File: src/sv/lpnab_pkg.sv
// Shared types and constants of the length-prefixed NAL to start-code converter.
package lpnab_pkg;

  localparam int unsigned BYTE_W  = 8;
  localparam int unsigned SIZE_W  = 20;
  localparam int unsigned NLS_W   = 3;
  localparam int unsigned PSL_W   = 11;
  localparam int unsigned ACC_W   = 32;
  localparam int unsigned QDEPTH  = 4;

  localparam logic [1:0] CFG_NAL_LENGTH_SIZE  = 2'd0;
  localparam logic [1:0] CFG_OUTPUT_CAPACITY  = 2'd1;
  localparam logic [1:0] CFG_PARAM_SET_LENGTH = 2'd2;

  localparam logic [1:0] PH_HEADER  = 2'd0;
  localparam logic [1:0] PH_PAYLOAD = 2'd1;
  localparam logic [1:0] PH_STOPPED = 2'd2;

  localparam logic [NLS_W-1:0]  NLS_DEFAULT = 3'd4;
  localparam logic [SIZE_W-1:0] CAP_RESET   = 20'h80000;
  localparam logic [BYTE_W-1:0] SC_ZERO     = 8'h00;
  localparam logic [BYTE_W-1:0] SC_ONE      = 8'h01;
  localparam logic [2:0]        SC_LEN      = 3'd4;

  // Effective settings seen by the front end.
  typedef struct packed {
    logic [NLS_W-1:0]  nls;
    logic [SIZE_W-1:0] cap;
    logic [PSL_W-1:0]  psl;
  } cfg_t;

  // One queued command: start code, data byte and/or end marker.
  typedef struct packed {
    logic              sc;
    logic              dat;
    logic              eop;
    logic [BYTE_W-1:0] data;
    logic [SIZE_W-1:0] plen;
  } cmd_t;

endpackage

File: src/sv/lpnab_front.sv
// Front end: parse length prefixes, track the sample and issue commands.
module lpnab_front import lpnab_pkg::*; (
  input  logic                clk,
  input  logic                rst_n,
  input  cfg_t                cfg,
  input  logic                in_valid,
  input  logic                in_stall,
  input  logic [BYTE_W-1:0]   in_data_byte,
  input  logic                in_sample_start,
  input  logic [SIZE_W-1:0]   in_sample_size,
  input  logic                in_is_sync,
  output logic                push,
  output cmd_t                cmd
);

  logic [SIZE_W-1:0] rem_r, rem_nxt, rem;
  logic [2:0]        hc_r, hc_nxt, hc, hc1;
  logic [ACC_W-1:0]  acc_r, acc_nxt, acc, len;
  logic [ACC_W-1:0]  pl_r, pl_nxt, pl;
  logic [1:0]        ph_r, ph_nxt, ph;
  logic [SIZE_W-1:0] cnt_r, cnt_nxt, cnt;
  logic [SIZE_W-1:0] rcap_r, rcap_nxt, rcap;
  logic [SIZE_W-1:0] cnt_init;
  logic              accept;

  assign accept = in_valid && !in_stall;

  always_comb begin
    cnt_init = '0;
    if (in_is_sync && cfg.psl != '0 && {9'b0, cfg.psl} < cfg.cap) begin
      cnt_init = {9'b0, cfg.psl};
    end
    rem  = in_sample_start ? in_sample_size : rem_r;
    hc   = in_sample_start ? 3'd0 : hc_r;
    acc  = in_sample_start ? '0 : acc_r;
    pl   = in_sample_start ? '0 : pl_r;
    ph   = in_sample_start ? PH_HEADER : ph_r;
    cnt  = in_sample_start ? cnt_init : cnt_r;
    rcap = in_sample_start ? cfg.cap - cnt_init : rcap_r;

    rem_nxt  = rem;
    hc_nxt   = hc;
    acc_nxt  = acc;
    pl_nxt   = pl;
    ph_nxt   = ph;
    cnt_nxt  = cnt;
    rcap_nxt = rcap;
    cmd      = '0;
    cmd.data = in_data_byte;
    len      = {acc[ACC_W-9:0], in_data_byte};
    hc1      = hc + 3'd1;

    if (rem != '0) begin
      unique case (ph)
        PH_HEADER: begin
          if (hc == 3'd0 && rem < {17'b0, cfg.nls}) begin
            ph_nxt = PH_STOPPED;
          end else if (hc1 >= cfg.nls) begin
            hc_nxt  = '0;
            acc_nxt = '0;
            // Stop when the NAL runs past the sample or past the capacity.
            if (len >= {12'b0, rem} ||
                ({1'b0, len} + 33'd4) > {13'b0, rcap}) begin
              ph_nxt = PH_STOPPED;
            end else begin
              cmd.sc   = 1'b1;
              cnt_nxt  = cnt + 20'd4;
              rcap_nxt = rcap - 20'd4;
              pl_nxt   = len;
              ph_nxt   = (len == '0) ? PH_HEADER : PH_PAYLOAD;
            end
          end else begin
            hc_nxt  = hc1;
            acc_nxt = len;
          end
        end
        PH_PAYLOAD: begin
          cmd.dat  = 1'b1;
          cnt_nxt  = cnt + 20'd1;
          rcap_nxt = rcap - 20'd1;
          pl_nxt   = pl - 32'd1;
          if (pl == 32'd1) begin
            ph_nxt = PH_HEADER;
          end
        end
        default: begin
        end
      endcase
      rem_nxt = rem - 20'd1;
      if (rem == 20'd1) begin
        cmd.eop  = 1'b1;
        cmd.plen = cnt_nxt;
      end
    end
  end

  assign push = accept && (cmd.sc || cmd.dat || cmd.eop);

  always_ff @(posedge clk) begin
    if (!rst_n) begin
      rem_r  <= '0;
      hc_r   <= '0;
      acc_r  <= '0;
      pl_r   <= '0;
      ph_r   <= PH_HEADER;
      cnt_r  <= '0;
      rcap_r <= '0;
    end else if (accept) begin
      rem_r  <= rem_nxt;
      hc_r   <= hc_nxt;
      acc_r  <= acc_nxt;
      pl_r   <= pl_nxt;
      ph_r   <= ph_nxt;
      cnt_r  <= cnt_nxt;
      rcap_r <= rcap_nxt;
    end
  end

endmodule

File: src/sv/lpnab_queue.sv
// Small command queue between the front end and the back end.
module lpnab_queue import lpnab_pkg::*; (
  input  logic clk,
  input  logic rst_n,
  input  logic push,
  input  cmd_t wr_cmd,
  input  logic pop,
  output cmd_t rd_cmd,
  output logic empty,
  output logic full
);

  localparam int unsigned PTR_W = $clog2(QDEPTH);
  localparam int unsigned CNT_W = $clog2(QDEPTH + 1);

  cmd_t             mem_r [QDEPTH];
  logic [PTR_W-1:0] wr_ptr_r, rd_ptr_r;
  logic [CNT_W-1:0] cnt_r;
  logic             do_push, do_pop;

  assign empty   = (cnt_r == '0);
  assign full    = (cnt_r == CNT_W'(QDEPTH));
  assign do_push = push && !full;
  assign do_pop  = pop && !empty;
  assign rd_cmd  = mem_r[rd_ptr_r];

  always_ff @(posedge clk) begin
    if (do_push) begin
      mem_r[wr_ptr_r] <= wr_cmd;
    end
  end

  always_ff @(posedge clk) begin
    if (!rst_n) begin
      wr_ptr_r <= '0;
      rd_ptr_r <= '0;
      cnt_r    <= '0;
    end else begin
      if (do_push) begin
        wr_ptr_r <= wr_ptr_r + PTR_W'(1);
      end
      if (do_pop) begin
        rd_ptr_r <= rd_ptr_r + PTR_W'(1);
      end
      cnt_r <= cnt_r + CNT_W'(do_push) - CNT_W'(do_pop);
    end
  end

endmodule

File: src/sv/lpnab_back.sv
// Back end: expand each command into result items through an output register.
module lpnab_back import lpnab_pkg::*; (
  input  logic                clk,
  input  logic                rst_n,
  input  cmd_t                head,
  input  logic                empty,
  output logic                pop,
  input  logic                out_stall,
  output logic                out_valid,
  output logic [BYTE_W-1:0]   out_byte,
  output logic                out_byte_valid,
  output logic                out_end_of_packet,
  output logic [SIZE_W-1:0]   out_packet_length,
  output logic                out_run_last
);

  logic [2:0]        sub_r, sub_nxt, total, last_idx;
  logic              load, last;
  logic              valid_r;
  logic [BYTE_W-1:0] byte_r, byte_nxt;
  logic              bv_r, bv_nxt;
  logic              eop_r, eop_nxt;
  logic [SIZE_W-1:0] plen_r, plen_nxt;
  logic              rl_r;

  assign load = !valid_r || !out_stall;

  always_comb begin
    total    = (head.sc ? SC_LEN : 3'd0) + {2'b0, head.dat} + {2'b0, head.eop};
    last_idx = total - 3'd1;
    last     = (sub_r == last_idx);
    byte_nxt = '0;
    bv_nxt   = 1'b0;
    eop_nxt  = 1'b0;
    plen_nxt = '0;
    if (head.sc && sub_r < SC_LEN) begin
      byte_nxt = (sub_r == SC_LEN - 3'd1) ? SC_ONE : SC_ZERO;
      bv_nxt   = 1'b1;
    end else if (head.dat && sub_r == 3'd0) begin
      byte_nxt = head.data;
      bv_nxt   = 1'b1;
    end else begin
      eop_nxt  = 1'b1;
      plen_nxt = head.plen;
    end
    pop     = load && !empty && last;
    sub_nxt = sub_r;
    if (load && !empty) begin
      sub_nxt = last ? 3'd0 : sub_r + 3'd1;
    end
  end

  always_ff @(posedge clk) begin
    if (!rst_n) begin
      valid_r <= 1'b0;
      sub_r   <= '0;
    end else begin
      sub_r <= sub_nxt;
      if (load) begin
        valid_r <= !empty;
      end
    end
  end

  always_ff @(posedge clk) begin
    if (load && !empty) begin
      byte_r <= byte_nxt;
      bv_r   <= bv_nxt;
      eop_r  <= eop_nxt;
      plen_r <= plen_nxt;
      rl_r   <= last;
    end
  end

  assign out_valid         = valid_r;
  assign out_byte          = byte_r;
  assign out_byte_valid    = bv_r;
  assign out_end_of_packet = eop_r;
  assign out_packet_length = plen_r;
  assign out_run_last      = rl_r;

endmodule

File: src/sv/length_prefixed_nal_to_annexb.sv
// Order: an accepted item is queued, then loaded into the output register and offered.
// Throughput: one result item per cycle while the output is not stalled; an input item is
//   taken every cycle while the four-entry command queue has room, so a byte that yields a
//   start code plus marker gives five result items and the input waits on the queue.
// Reset: synchronous, active low; clears sample tracking, queue and output valid, and
//   restores the registers to length size 0 (taken as 4), capacity 524288 and no parameter sets.
module length_prefixed_nal_to_annexb import lpnab_pkg::*; #(
  parameter int unsigned MAX_PACKET_BYTES = 524288
) (
  input  logic                clk,
  input  logic                rst_n,
  input  logic                cfg_we,
  input  logic [1:0]          cfg_index,
  input  logic [SIZE_W-1:0]   cfg_data,
  input  logic                in_valid,
  output logic                in_stall,
  input  logic [BYTE_W-1:0]   in_data_byte,
  input  logic                in_sample_start,
  input  logic [SIZE_W-1:0]   in_sample_size,
  input  logic                in_is_sync,
  output logic                out_valid,
  input  logic                out_stall,
  output logic [BYTE_W-1:0]   out_byte,
  output logic                out_byte_valid,
  output logic                out_end_of_packet,
  output logic [SIZE_W-1:0]   out_packet_length,
  output logic                out_run_last
);

  // Configuration registers, raw as written.
  logic [NLS_W-1:0]  nls_r;
  logic [SIZE_W-1:0] cap_r;
  logic [PSL_W-1:0]  psl_r;
  cfg_t              cfg;
  cmd_t              wr_cmd, head;
  logic              push, pop, empty, full;

  always_ff @(posedge clk) begin
    if (!rst_n) begin
      nls_r <= '0;
      cap_r <= CAP_RESET;
      psl_r <= '0;
    end else if (cfg_we) begin
      unique case (cfg_index)
        CFG_NAL_LENGTH_SIZE:  nls_r <= cfg_data[NLS_W-1:0];
        CFG_OUTPUT_CAPACITY:  cap_r <= cfg_data;
        CFG_PARAM_SET_LENGTH: psl_r <= cfg_data[PSL_W-1:0];
        default: begin
          // Index beyond the register list: drop the write.
        end
      endcase
    end
  end

  // Map length sizes outside 1..4 to 4 and clip capacity at the packet limit.
  always_comb begin
    cfg.nls = (nls_r >= 3'd1 && nls_r <= 3'd4) ? nls_r : NLS_DEFAULT;
    cfg.cap = ({12'b0, cap_r} < 32'(MAX_PACKET_BYTES)) ? cap_r
                                                       : SIZE_W'(MAX_PACKET_BYTES);
    cfg.psl = psl_r;
  end

  // Hold the input whenever the command queue is full.
  assign in_stall = full;

  lpnab_front u_front (
    .clk             (clk),
    .rst_n           (rst_n),
    .cfg             (cfg),
    .in_valid        (in_valid),
    .in_stall        (in_stall),
    .in_data_byte    (in_data_byte),
    .in_sample_start (in_sample_start),
    .in_sample_size  (in_sample_size),
    .in_is_sync      (in_is_sync),
    .push            (push),
    .cmd             (wr_cmd)
  );

  lpnab_queue u_queue (
    .clk    (clk),
    .rst_n  (rst_n),
    .push   (push),
    .wr_cmd (wr_cmd),
    .pop    (pop),
    .rd_cmd (head),
    .empty  (empty),
    .full   (full)
  );

  lpnab_back u_back (
    .clk               (clk),
    .rst_n             (rst_n),
    .head              (head),
    .empty             (empty),
    .pop               (pop),
    .out_stall         (out_stall),
    .out_valid         (out_valid),
    .out_byte          (out_byte),
    .out_byte_valid    (out_byte_valid),
    .out_end_of_packet (out_end_of_packet),
    .out_packet_length (out_packet_length),
    .out_run_last      (out_run_last)
  );

endmodule

File: config.mk
export PLATFORM = sky130hd
export DESIGN_NAME = length_prefixed_nal_to_annexb
export DESIGN_NICKNAME = d
export VERILOG_FILES = /design/src/sv/lpnab_pkg.sv /design/src/sv/lpnab_front.sv /design/src/sv/lpnab_queue.sv /design/src/sv/lpnab_back.sv /design/src/sv/length_prefixed_nal_to_annexb.sv
export SDC_FILE = /design/constraint.sdc
export NUM_CORES = 1
export LEC_CHECK = 0
export ABC_CLOCK_PERIOD_IN_PS = 7600
export BUFFER_PORTS_ARGS = -buffer_cell sky130_fd_sc_hd__buf_2
export CAP_MARGIN = 5
export CORE_MARGIN = 3
export CORE_UTILIZATION = 55
export CTS_CLUSTER_DIAMETER = 80
export CTS_CLUSTER_SIZE = 20
export DETAILED_ROUTE_END_ITERATION = 16
export PLACE_DENSITY = 0.75
export REMOVE_ABC_BUFFERS = 1
export SLEW_MARGIN = 25
export SYNTH_ARGS = -nofsm -noshare
export SYNTH_HDL_FRONTEND = slang
export SYNTH_SLANG_ARGS = --single-unit
File: constraint.sdc
create_clock -name clk -period 7.6 [get_ports clk]
set_clock_uncertainty 0.15 [all_clocks]
set_input_delay 0.76 -clock clk [delete_from_list [all_inputs] [get_ports clk]]
set_output_delay 0.76 -clock clk [all_outputs]
set_load 0.005 [all_outputs]
[After elaboration in Yosys (flattened, before gate mapping)]
Memories as Yosys holds them, arrays and structs flattened. A register that Yosys moved wholly into a read port is not among the register bits.
Index checks and enable logic that the tools add are counted.
Cells by class
  shifts and indexed selects: 0
  bitwise logic cells: 0
  add/sub/neg operators: 17
  reduce and logical (&&, ||, !) cells: 32
  equal/unequal tests: 8
  multiplexer cells: 61
  order comparisons: 9
  multiply operators: 0
  div/mod/pow operators: 0
Operators with widths (number)
  two-way mux 32 bit: 10
  two-way mux 20 bit: 15
  one-hot mux 20 bit (2 select lines): 2
  one-hot mux 32 bit (2 select lines): 1
  subtractor 20 x 1 -> 20 bit, second input constant: 2
  adder 32 x 3 -> 33 bit, second input constant: 1
  > comparator 33 x 20 -> 1 bit: 1
  == test 32 x 1 -> 1 bit, second input constant: 1
  >= comparator 32 x 20 -> 1 bit: 1
  logical NOT 32 bit: 1
  subtractor 32 x 1 -> 32 bit, second input constant: 1
  two-way mux 3 bit: 9
  adder 20 x 1 -> 20 bit, second input constant: 1
  adder 20 x 3 -> 20 bit, second input constant: 1
  == test 20 x 1 -> 1 bit, second input constant: 1
  less-than comparator 11 x 20 -> 1 bit: 1
  less-than comparator 20 bit, second input constant: 1
  less-than comparator 20 x 3 -> 1 bit: 1
  nonzero test 20 bit: 1
  subtractor 20 x 11 -> 20 bit: 1
  subtractor 20 x 3 -> 20 bit, second input constant: 1
  two-way mux 2 bit: 8
  two-way mux 8 bit: 2
  logical AND 1 bit: 12
  other kinds (24): 51
Storage, ports and cells
  output and inout port bits: 33
  logic and storage cells: 148
  bits in latches: 0
  bits in read-only memories: 0
  input bits: 57
  bits in writable memories: 124
  bits in registers: 205
  memories: 1
Memory list
  u_queue.mem_r: words 4, width 31, rd ports 1, clocked after memory_dff 1, write ports 1, RTL line lpnab_queue.sv:16  | cmd_t mem_r [QDEPTH];

[Depth between registers and ports, before layout]
Gate-level depths: netlist of the first run.
  depth in word-level cells: 20
  depth in mapped cells: 37
  mapped depth without buffers: 34

[Cells and area by module]
A second synthesis of the first run with hierarchy kept.
Second synthesis, totals
  cell total of the unflattened synthesis: 2284
  area, all modules: 20729.9 sq um
By module, submodules not included
  lpnab_front: area each 12849.8 sq um, cells each 1807, instances 1, sequential area each 2422.3 sq um
  lpnab_queue: area each 4959.8 sq um, cells each 212, instances 1, sequential area each 3903.7 sq um
  lpnab_back: area each 1463.9 sq um, cells each 106, instances 1, sequential area each 1011.0 sq um
  length_prefixed_nal_to_annexb: area each 1456.4 sq um, cells each 159, instances 1, sequential area each 680.7 sq um

[Least setup slack after synthesis of the first run]
Ideal clock, no wire load.
  path type: reg-to-reg
  start point: register cap_r[19]
  end point: memory u_queue.mem_r[0][0] (netlist bit), enable pin
  period minus slack after synthesis: 7914 ps
  setup slack: -314 ps
  required time: 7059 ps
  library setup time: 391 ps
  path buffers: 3
  data arrival time: 7373 ps
  stages on the path, launching flop included: 32
  cells stage by stage: dfxtp_1 > buf_6 > clkinv_1 > clkbuf_1 > nand2_1 > ha_1 > o2111a_1 > a211oi_1 > a311oi_4 > nor3b_1 > clkbuf_1 > and2_1 > ha_1 > inv_1 > fa_1 > a21o_1 > nand4_1 > a21o_1 > nand2_1 > o31ai_1 > inv_1 > ha_1 > a21o_1 > a21o_1 > a221oi_1 > o21ai_0 > a21oi_1 > a211o_1 > a21oi_4 > or4_4 > a31oi_4 > and2_1
On the way
  cells in the longest elaborated chain, start to end: 20
Ends and longest elaborated chain
  start: declaration: RTL line length_prefixed_nal_to_annexb.sv:32  | logic [SIZE_W-1:0] cap_r;
  start signal: assignment: RTL line length_prefixed_nal_to_annexb.sv:46  | CFG_OUTPUT_CAPACITY: cap_r <= cfg_data;
  less-than comparator 20 bit: RTL line length_prefixed_nal_to_annexb.sv:58  | cfg.cap = ({12'b0, cap_r} < 32'(MAX_PACKET_BYTES)) ? cap_r
  two-way mux 20 bit (*): RTL line length_prefixed_nal_to_annexb.sv:58
  less-than comparator 11 x 20 -> 1 bit: RTL line lpnab_front.sv:30  | if (in_is_sync && cfg.psl != '0 && {9'b0, cfg.psl} < cfg.cap) begin
  logical AND 1 bit: RTL line lpnab_front.sv:30
  two-way mux 11 bit: RTL line lpnab_front.sv:30
  subtractor 20 x 11 -> 20 bit (*): RTL line lpnab_front.sv:39  | rcap = in_sample_start ? cfg.cap - cnt_init : rcap_r;
  two-way mux 20 bit (*): RTL line lpnab_front.sv:39
  > comparator 33 x 20 -> 1 bit (*): RTL line lpnab_front.sv:63  | ({1'b0, len} + 33'd4) > {13'b0, rcap}) begin
  (+4 left out)
  two-way mux 1 bit (*): RTL line lpnab_front.sv:54  | unique case (ph)
  two-way mux 3 bit (*): RTL line lpnab_front.sv:53  | if (rem != '0) begin
  logical OR 1 bit (*) (2 in a row): RTL line lpnab_front.sv:97  | assign push = accept && (cmd.sc || cmd.dat || cmd.eop);
  logical AND 1 bit (*): RTL line lpnab_front.sv:97
  logical AND 1 bit (*): RTL line lpnab_queue.sv:23  | assign do_push = push && !full;
  via u_queue.do_push: RTL line lpnab_queue.sv:19  | logic do_push, do_pop;
  two-way mux 1 bit (*): RTL line lpnab_queue.sv:28  | if (do_push) begin
  two-way mux 1 bit (implied by the code) (*): RTL line lpnab_queue.sv:29  | mem_r[wr_ptr_r] <= wr_cmd;
  end: declaration: RTL line lpnab_queue.sv:16
The timed path passes the listed nets; every way through them passes the cells marked *.

[Worst setup path in the final report of the first run]
  start point: register cap_r[19]
  end point: register u_queue.cnt_r[2]
On the way
  cells in the longest elaborated chain, start to end: 20
Ends and longest elaborated chain
  less-than comparator 20 bit: RTL line length_prefixed_nal_to_annexb.sv:58
  two-way mux 20 bit (*): RTL line length_prefixed_nal_to_annexb.sv:58
  less-than comparator 11 x 20 -> 1 bit: RTL line lpnab_front.sv:30
  logical AND 1 bit: RTL line lpnab_front.sv:30
  two-way mux 11 bit: RTL line lpnab_front.sv:30
  subtractor 20 x 11 -> 20 bit (*): RTL line lpnab_front.sv:39
  two-way mux 20 bit (*): RTL line lpnab_front.sv:39
  > comparator 33 x 20 -> 1 bit (*): RTL line lpnab_front.sv:63
  (+4 left out)
  two-way mux 1 bit (*): RTL line lpnab_front.sv:54
  two-way mux 3 bit (*): RTL line lpnab_front.sv:53
  logical OR 1 bit (*) (2 in a row): RTL line lpnab_front.sv:97
  logical AND 1 bit (*): RTL line lpnab_front.sv:97
  logical AND 1 bit (*): RTL line lpnab_queue.sv:23
  via u_queue.do_push: RTL line lpnab_queue.sv:19
  adder 3 x 1 -> 3 bit (*): RTL line lpnab_queue.sv:45  | cnt_r <= cnt_r + CNT_W'(do_push) - CNT_W'(do_pop);
  subtractor 3 x 1 -> 3 bit (*): RTL line lpnab_queue.sv:45
  end signal: assignment: RTL line lpnab_queue.sv:45
  end: declaration: RTL line lpnab_queue.sv:18  | logic [CNT_W-1:0] cnt_r;
Marks and branches as above.
A chain may end at the register's enable or synchronous reset.

==> results of run 1 <==
## registers in the layout, summed over array words and instances (netlist names), 3 cells and up, named ones only
register	flops
u_queue.mem_r	124
u_front.rem_r	20
u_front.cnt_r	20
u_back.out_packet_length	20
nls_r	3
u_queue.cnt_r	3
u_front.acc_r	24
psl_r	11
u_front.rcap_r	20
u_front.pl_r	32
u_back.out_byte	8
u_front.hc_r	3
cap_r	20
u_back.sub_r	3
## layout by cell type, fill, tap and decap left out, types with 23 or more instances in the layout
cell type    n
and2_1      33
a21boi_0    28
a21o_1      34
nor2_1     145
a22oi_1     41
nor4_1      31
mux2i_1     53
o21ai_0    129
clkbuf_16   23
nand3_1     53
mux4_2      31
and3_1      30
ha_1        84
xnor2_1     51
nand4_1     31
nand2_1    255
inv_1       60
nor3_1      69
nor2b_1     92
a21oi_1    118
dfxtp_1    166
edfxtp_1   155
buf_2       87
buf_4       70
## per-stage QoR
stage          hold WS (ns)  instance area (um^2)  std cells  utilization, %  power, mW
2_1_floorplan         0.277                 19500       2052               -       2.93
3_3_place_gp          0.299                 21000       2664            59.0       3.36
3_5_place_dp          0.311                 21000       2664            59.0       3.39
4_1_cts               0.288                 21700       2704            61.0       4.64
5_1_grt               0.306                 22000       2716            61.6       4.87
6_report              0.300                 22000       2716            61.6       4.65
## logic make-up (layout without fill, tap and decap cells)
logic type	count (synthesis)	in the layout	share of synthesized area, %
buffers and inverters	191	269	3.92
AO/OA/AOI/OAI	565	565	18.9
multiplexers	92	92	6.60
flip-flops	323	323	40.1
XOR/XNOR	72	72	3.19
AND/OR/NAND/NOR	845	845	21.6
adder cells (fa/ha/maj)	89	89	5.65
## worst min-delay path: cells and delay by family
family,cells,cell delay [ns]
AO/OA/AOI/OAI,1,0.08
buffers and inverters,1,0.08
AND/OR/NAND/NOR,1,0.04
## final cells by class
type,instances,area [um^2],share of cell area [%]
clock buffer,33,623,2.84
tap,461,577,2.63
multi-input combinational,1663,11300,51.6
clock inverter,7,95.1,0.433
inverter,66,251,1.15
timing repair inverter,1,5.00,0.0228
sequential,323,8020,36.5
timing repair buffer,162,1050,4.79
## final timing paths
path | startpoint | to | depth (start not counted)
worst max-delay path | cap_r[19] | u_queue.cnt_r[2] | 29
worst min-delay path | cfg_data[19] | cap_r[19] | 3
worst max register to register | cap_r[19] | u_queue.cnt_r[2] | 29
worst min register to register | cap_r[3] | cap_r[3] | 2
## metal layers
layer	vias up	share of wire, %	GRT usage (%)
met4	0	3.7	10.6
met5	-	0	0
met2	873	46	51.2
li1	8176	-	-
met1	8573	41	41.4
met3	162	8.5	4.85
## power by group through the flow
stage,registers (mW),clock network (mW),logic [mW]
2_1_floorplan,2.15,0,0.774
3_3_place_gp,2.12,0,1.24
3_5_place_dp,2.13,0,1.26
4_1_cts,2.09,1.28,1.27
5_1_grt,2.11,1.33,1.43
6_report,2.09,1.26,1.31
## timing repair
item / in CTS / in global routing
gates cloned: 0 / 2
setup buffers: 0 / 10
pin swaps: 0 / 19
endpoints found under the setup margin: 1 / 247
resized for setup: 1 / 29
==> results.sh, run 1 <==
export IMPL_finalMaxSlewViolations=0
export IMPL_grt_pass1_vias=17100
export IMPL_internal_power_mw=3.13
export IMPL_grt_first_pass_wirelength_mm=95.6
export IMPL_reg2reg_slack_ns=0.27
export IMPL_critPathMaxStageDelay_ns=0.56
export IMPL_dieArea_um2=38700
export IMPL_nFillCells=3038
export IMPL_ys_seq_elements=323
export IMPL_cts_max_level=1
export IMPL_finalWorstSetupSlack_ns=0.273
export IMPL_synth_most_common_cell="nand2_1"
export IMPL_grt_usage_pct=30.8
export IMPL_path_buf_inv=3
export IMPL_yosys_area_top_type_share_pct=23.3
export IMPL_hold_viol=0
export IMPL_insertion_delay_ns=0.56
export IMPL_worstPathRequired_ns=7.90
export IMPL_die_w_um=197
export IMPL_postRouteWirelength_mm=61.7
export IMPL_clock_tree_buffer_depth=3
export IMPL_p_seq_share_pct=45.0
export IMPL_first_pass_iters=7
export IMPL_cts_tree="built"
export IMPL_drc=0
export IMPL_synthCells=2177
export IMPL_clk_pin_slew_ns=0.08
export IMPL_cpMaxStageDelayCell="or4_4"
export IMPL_yosysSeqAreaShare_pct=40.1
export IMPL_wire_per_inst_um=22.7
export IMPL_syn_area_per_cell_um2=9.18
export IMPL_path_class="reg2reg"
export IMPL_cp_max_fo=9
export IMPL_grt_antenna_before_repair=0
export IMPL_antenna_cells=0
export IMPL_start_util_pct=56.1
export IMPL_synth_edff_count=155
export IMPL_grt_max_degree=93
export IMPL_synth_area_um2=20000
export IMPL_comb_power_share_pct=28.1
export IMPL_finalSetupViolations=0
export IMPL_clkSinkCount=323
export IMPL_synthFlopType="dfxtp_1"
export IMPL_drt_iter0_drc=2083
export IMPL_dpl_worst_slack_ns=0.0461
export IMPL_grt_overflow_total=0
export IMPL_cp_start_kind="flip-flop"
export IMPL_post_synth_num_cell_types=101
export IMPL_fp_row_count=69
export IMPL_async_flop_share_pct=0
export IMPL_tightestPinTransition_ns=1.09
export IMPL_hold_path_class="in2reg"
export IMPL_dp_hpwl_mm=43.1
export IMPL_cts_made_buffers=22
export IMPL_fmax_ghz=0.136
export IMPL_cts_root_buf="clkbuf_16"
export IMPL_hold_buffers=0
export IMPL_io_pins=90
export IMPL_yosys_top_cells_area="edfxtp_1, dfxtp_1, ha_1, nand2_1, mux4_2"
export IMPL_power_switching_mw=1.53
export IMPL_synthTopCellsByCount="nand2_1, dfxtp_1, edfxtp_1"
export IMPL_clkPwrFrac_pct=27.0
export IMPL_p_leak_nw=8.34
export IMPL_routed_via_density=6.55
export IMPL_area_delta_synth_final_pct=9.82
export IMPL_status="complete, no violations"
export IMPL_layout_drive_gt1_share_pct=13.4
export IMPL_io_buffers=89
export IMPL_final_period_utilization_pct=96.4
export IMPL_p_per_area_nw_per_um2=212
export IMPL_place_congestion=0.968
export IMPL_yosys_warnings=0
export IMPL_end_kind="flip-flop"
export IMPL_peakVddDrop_mv=0.188
export IMPL_maxCapViolations=0
export IMPL_drt_antenna_violating_nets=0
export IMPL_yosys_area_top_type="edfxtp_1"
export IMPL_nNetsFinal=2385
export IMPL_swShare_pct=32.8
export IMPL_vias=17800
export IMPL_fin_crit_ns=7.33
export IMPL_critPathTopFamily="compound AO/OA/AOI/OAI gates"
export IMPL_slew_limit_headroom_pct=26.9
export IMPL_die_y_um=197
export IMPL_core_area_um2=35700
export IMPL_fin_setup_tns_ns=0
export IMPL_arrival_ns=7.62
Power figures use the tool's default switching activity.
==> run 2, diff against run 1 <==
- SYNTH_HIERARCHICAL: not set -> 1
==> run 2 against run 1 <==
Design area increased by 3.7%. Cell count rose by 5.7%. Largest cell class unchanged. Non-clock buffer count grew 33. Fmax rose by 1.3%. Die area increased by 3.6%. Critical path depth grew 2. Critical endpoint is now u_queue/cnt_r[2]. Synthesized cell count rose by 4.9%. First-iteration DRC count up 19%. Clock-buffer cell count grew 1. Setup slack improved by 0.096 ns. Area after synthesis rose by 3.7%.
==> results.sh, run 2 <==
export IMPL_drc=0
export IMPL_synth_xor_area_share_pct=2.75
export IMPL_cts_tree="built"
export IMPL_grt_antenna_before_repair=0
export IMPL_die_y_um=200
export IMPL_yosys_area_top_type="edfxtp_1"
export IMPL_yosys_area_top_type_share_pct=22.5
export IMPL_path_buf_inv=5
export IMPL_synth_area_um2=20700
export IMPL_path_class="reg2reg"
export IMPL_critPathTopFamily="compound AO/OA/AOI/OAI gates"
export IMPL_hold_buffers=0
export IMPL_dp_cells=2827
export IMPL_start_util_pct=56.2
export IMPL_core_area_um2=36900
export IMPL_place_congestion=1.07
export IMPL_dpl_instance_area_um2=21900
export IMPL_cts_max_level=1
export IMPL_p_per_area_nw_per_um2=180
export IMPL_antenna_cells=0
export IMPL_vias=18900
export IMPL_hold_path_class="in2reg"
export IMPL_tightestPinTransition_ns=1.08
export IMPL_postRouteWirelength_mm=64.4
export IMPL_grt_pass1_vias=18000
export IMPL_nNetsFinal=2495
export IMPL_wire_per_inst_um=22.4
export IMPL_fin_crit_ns=7.23
export IMPL_cp_start_kind="flip-flop"
export IMPL_synth_edff_count=155
export IMPL_p_leak_nw=8.43
export IMPL_first_pass_iters=8
export IMPL_critPathMaxStageDelay_ns=0.66
export IMPL_hold_viol=0
export IMPL_synthMuxAreaShare_pct=7.63
export IMPL_cts_made_buffers=24
export IMPL_yosys_top_cells_area="edfxtp_1, dfxtp_1, ha_1, nand2_1, mux2i_1"
export IMPL_routed_via_density=6.57
export IMPL_synthFlopType="dfxtp_1"
export IMPL_status="complete, no violations"
export IMPL_end_kind="flip-flop"
export IMPL_clock_tree_buffer_depth=3
export IMPL_async_flop_share_pct=0
export IMPL_synth_top_family_by_area="simple AND/OR/NAND/NOR gates"
export IMPL_fin_area_um2=22800
export IMPL_clk_pin_slew_ns=0.08
export IMPL_final_cell_count_no_fill=2870
export IMPL_synthTopCellsByCount="nand2_1, dfxtp_1, edfxtp_1"
export IMPL_io_pins=90
export IMPL_synth_most_common_cell="nand2_1"
export IMPL_cpMaxStageDelayCell="a2111oi_0"
export IMPL_die_w_um=200
export IMPL_slew_limit_headroom_pct=28.0
export IMPL_synthCells=2284
export IMPL_yosysSeqAreaShare_pct=38.7
export IMPL_io_buffers=89
export IMPL_yosys_warnings=6
export IMPL_rsz0062_at_grt="false"
export IMPL_largest_register_ffs=124
export IMPL_grt_max_degree=76
export IMPL_arrival_ns=7.54
export IMPL_final_period_utilization_pct=95.1
export IMPL_synth_simple_area_share_pct=21.4
export IMPL_syn_area_per_cell_um2=9.08
export IMPL_worstPathRequired_ns=7.91
export IMPL_grt_overflow_total=0
export IMPL_layout_drive_gt1_share_pct=13.6
export IMPL_cts_root_buf="clkbuf_16"
export IMPL_regMostFlops="u_queue/mem_r"
export IMPL_finalSetupViolations=0
export IMPL_post_synth_num_cell_types=104
export IMPL_dp_hpwl_mm=45.1
export IMPL_finalMaxSlewViolations=0
export IMPL_ys_seq_elements=323
export IMPL_drt_antenna_violating_nets=0
export IMPL_layout_commonest_cell="nand2_1"
export IMPL_largestRegisters="u_queue/mem_r x124, u_front/pl_r x32, u_front/acc_r x24"
export IMPL_peakVddDrop_mv=0.127
export IMPL_fmax_ghz=0.138
export IMPL_area_delta_synth_final_pct=9.84
export IMPL_insertion_delay_ns=0.56
export IMPL_clkSinkCount=323
export IMPL_synth_compound_area_share_pct=19.1
export IMPL_cp_max_fo=13
export IMPL_grt_usage_pct=30.9
export IMPL_grt_first_pass_wirelength_mm=101
export IMPL_nFillCells=3096
export IMPL_fp_row_count=70
export IMPL_maxCapViolations=0
export IMPL_dieArea_um2=40100
export IMPL_drt_iter0_drc=2474
export IMPL_reg2reg_slack_ns=0.37
export IMPL_most_common_layout_cells="nand2_1, dfxtp_1, edfxtp_1, a21oi_1, nor2_1"
export IMPL_yosys_area_share_adder_pct=5.44
==> run 2: cell families (layout without fill, tap and decap cells) <==
logic type               Yosys count  after routing
AND/OR/NAND/NOR                  867            867
AO/OA/AOI/OAI                    591            591
flip-flops                       323            323
buffers and inverters            232            314
multiplexers                     117            117
adder cells (fa/ha/maj)           89             89
XOR/XNOR                          65             65
==> run 2: power breakdown <==
group          internal (mW)  switching [mW]  leakage [nW]  total (mW)
clock                  0.637           0.686         0.373        1.32
sequential              1.87          0.0444          2.69        1.92
combinational          0.320           0.548          5.37       0.868
==> run 2: path summary, 6_finish.rpt <==
| path | start | to | cells past startpoint |
|---|---|---|---|
| worst max-delay path | cap_r[19] | u_queue/cnt_r[2] | 31 |
| worst min-delay path | cfg_data[15] | cap_r[15] | 3 |
| worst max register to register | cap_r[19] | u_queue/cnt_r[2] | 31 |
| worst min register to register | cap_r[11] | cap_r[11] | 2 |
==> run 2: cell type report <==
type / instances / area [um^2] / area share [%]
sequential: 323 / 8020 / 35.2
timing repair buffer: 195 / 1300 / 5.71
clock buffer: 34 / 659 / 2.90
inverter: 76 / 285 / 1.25
clock inverter: 9 / 119 / 0.522
multi-input combinational: 1729 / 11800 / 51.6
tap: 504 / 631 / 2.77
==> run 2: stage by stage <==
stage | setup slack (ns) | TNS, ns | hold slack (ns) | util [%] | total power [mW]
6_report | 0.370 | 0 | 0.301 | 61.8 | 4.11
3_5_place_dp | -0.0290 | -0.0290 | 0.290 | 59.5 | 2.79
3_3_place_gp | 0.223 | 0 | 0.291 | 59.5 | 2.77
4_1_cts | 0.0392 | 0 | 0.286 | 61.6 | 4.10
5_1_grt | 0.0295 | 0 | 0.299 | 61.8 | 4.28
2_1_floorplan | -0.893 | -105.47 | 0.272 | - | 2.46
==> run 2: what timing repair did <==
action,4_1_cts,5_1_grt
endpoints found under the setup margin,1,122
setup buffers,0,0
resized for setup,1,13
==> run 2: worst min-delay path, stage by stage <==
cell	delay (ns)
buf_2	0.09
nand2_1	0.05
mux2i_1	0.06
==> run 2: per-layer routing <==
metal / up-vias / global-route usage [%] / wire (um)
li1: 8648 / - / -
met1: 9055 / 42.2 / 26600
met2: 938 / 50.1 / 29400
met3: 216 / 3.98 / 5430
met4: 0 / 12.5 / 2890
met5: - / 0 / 0
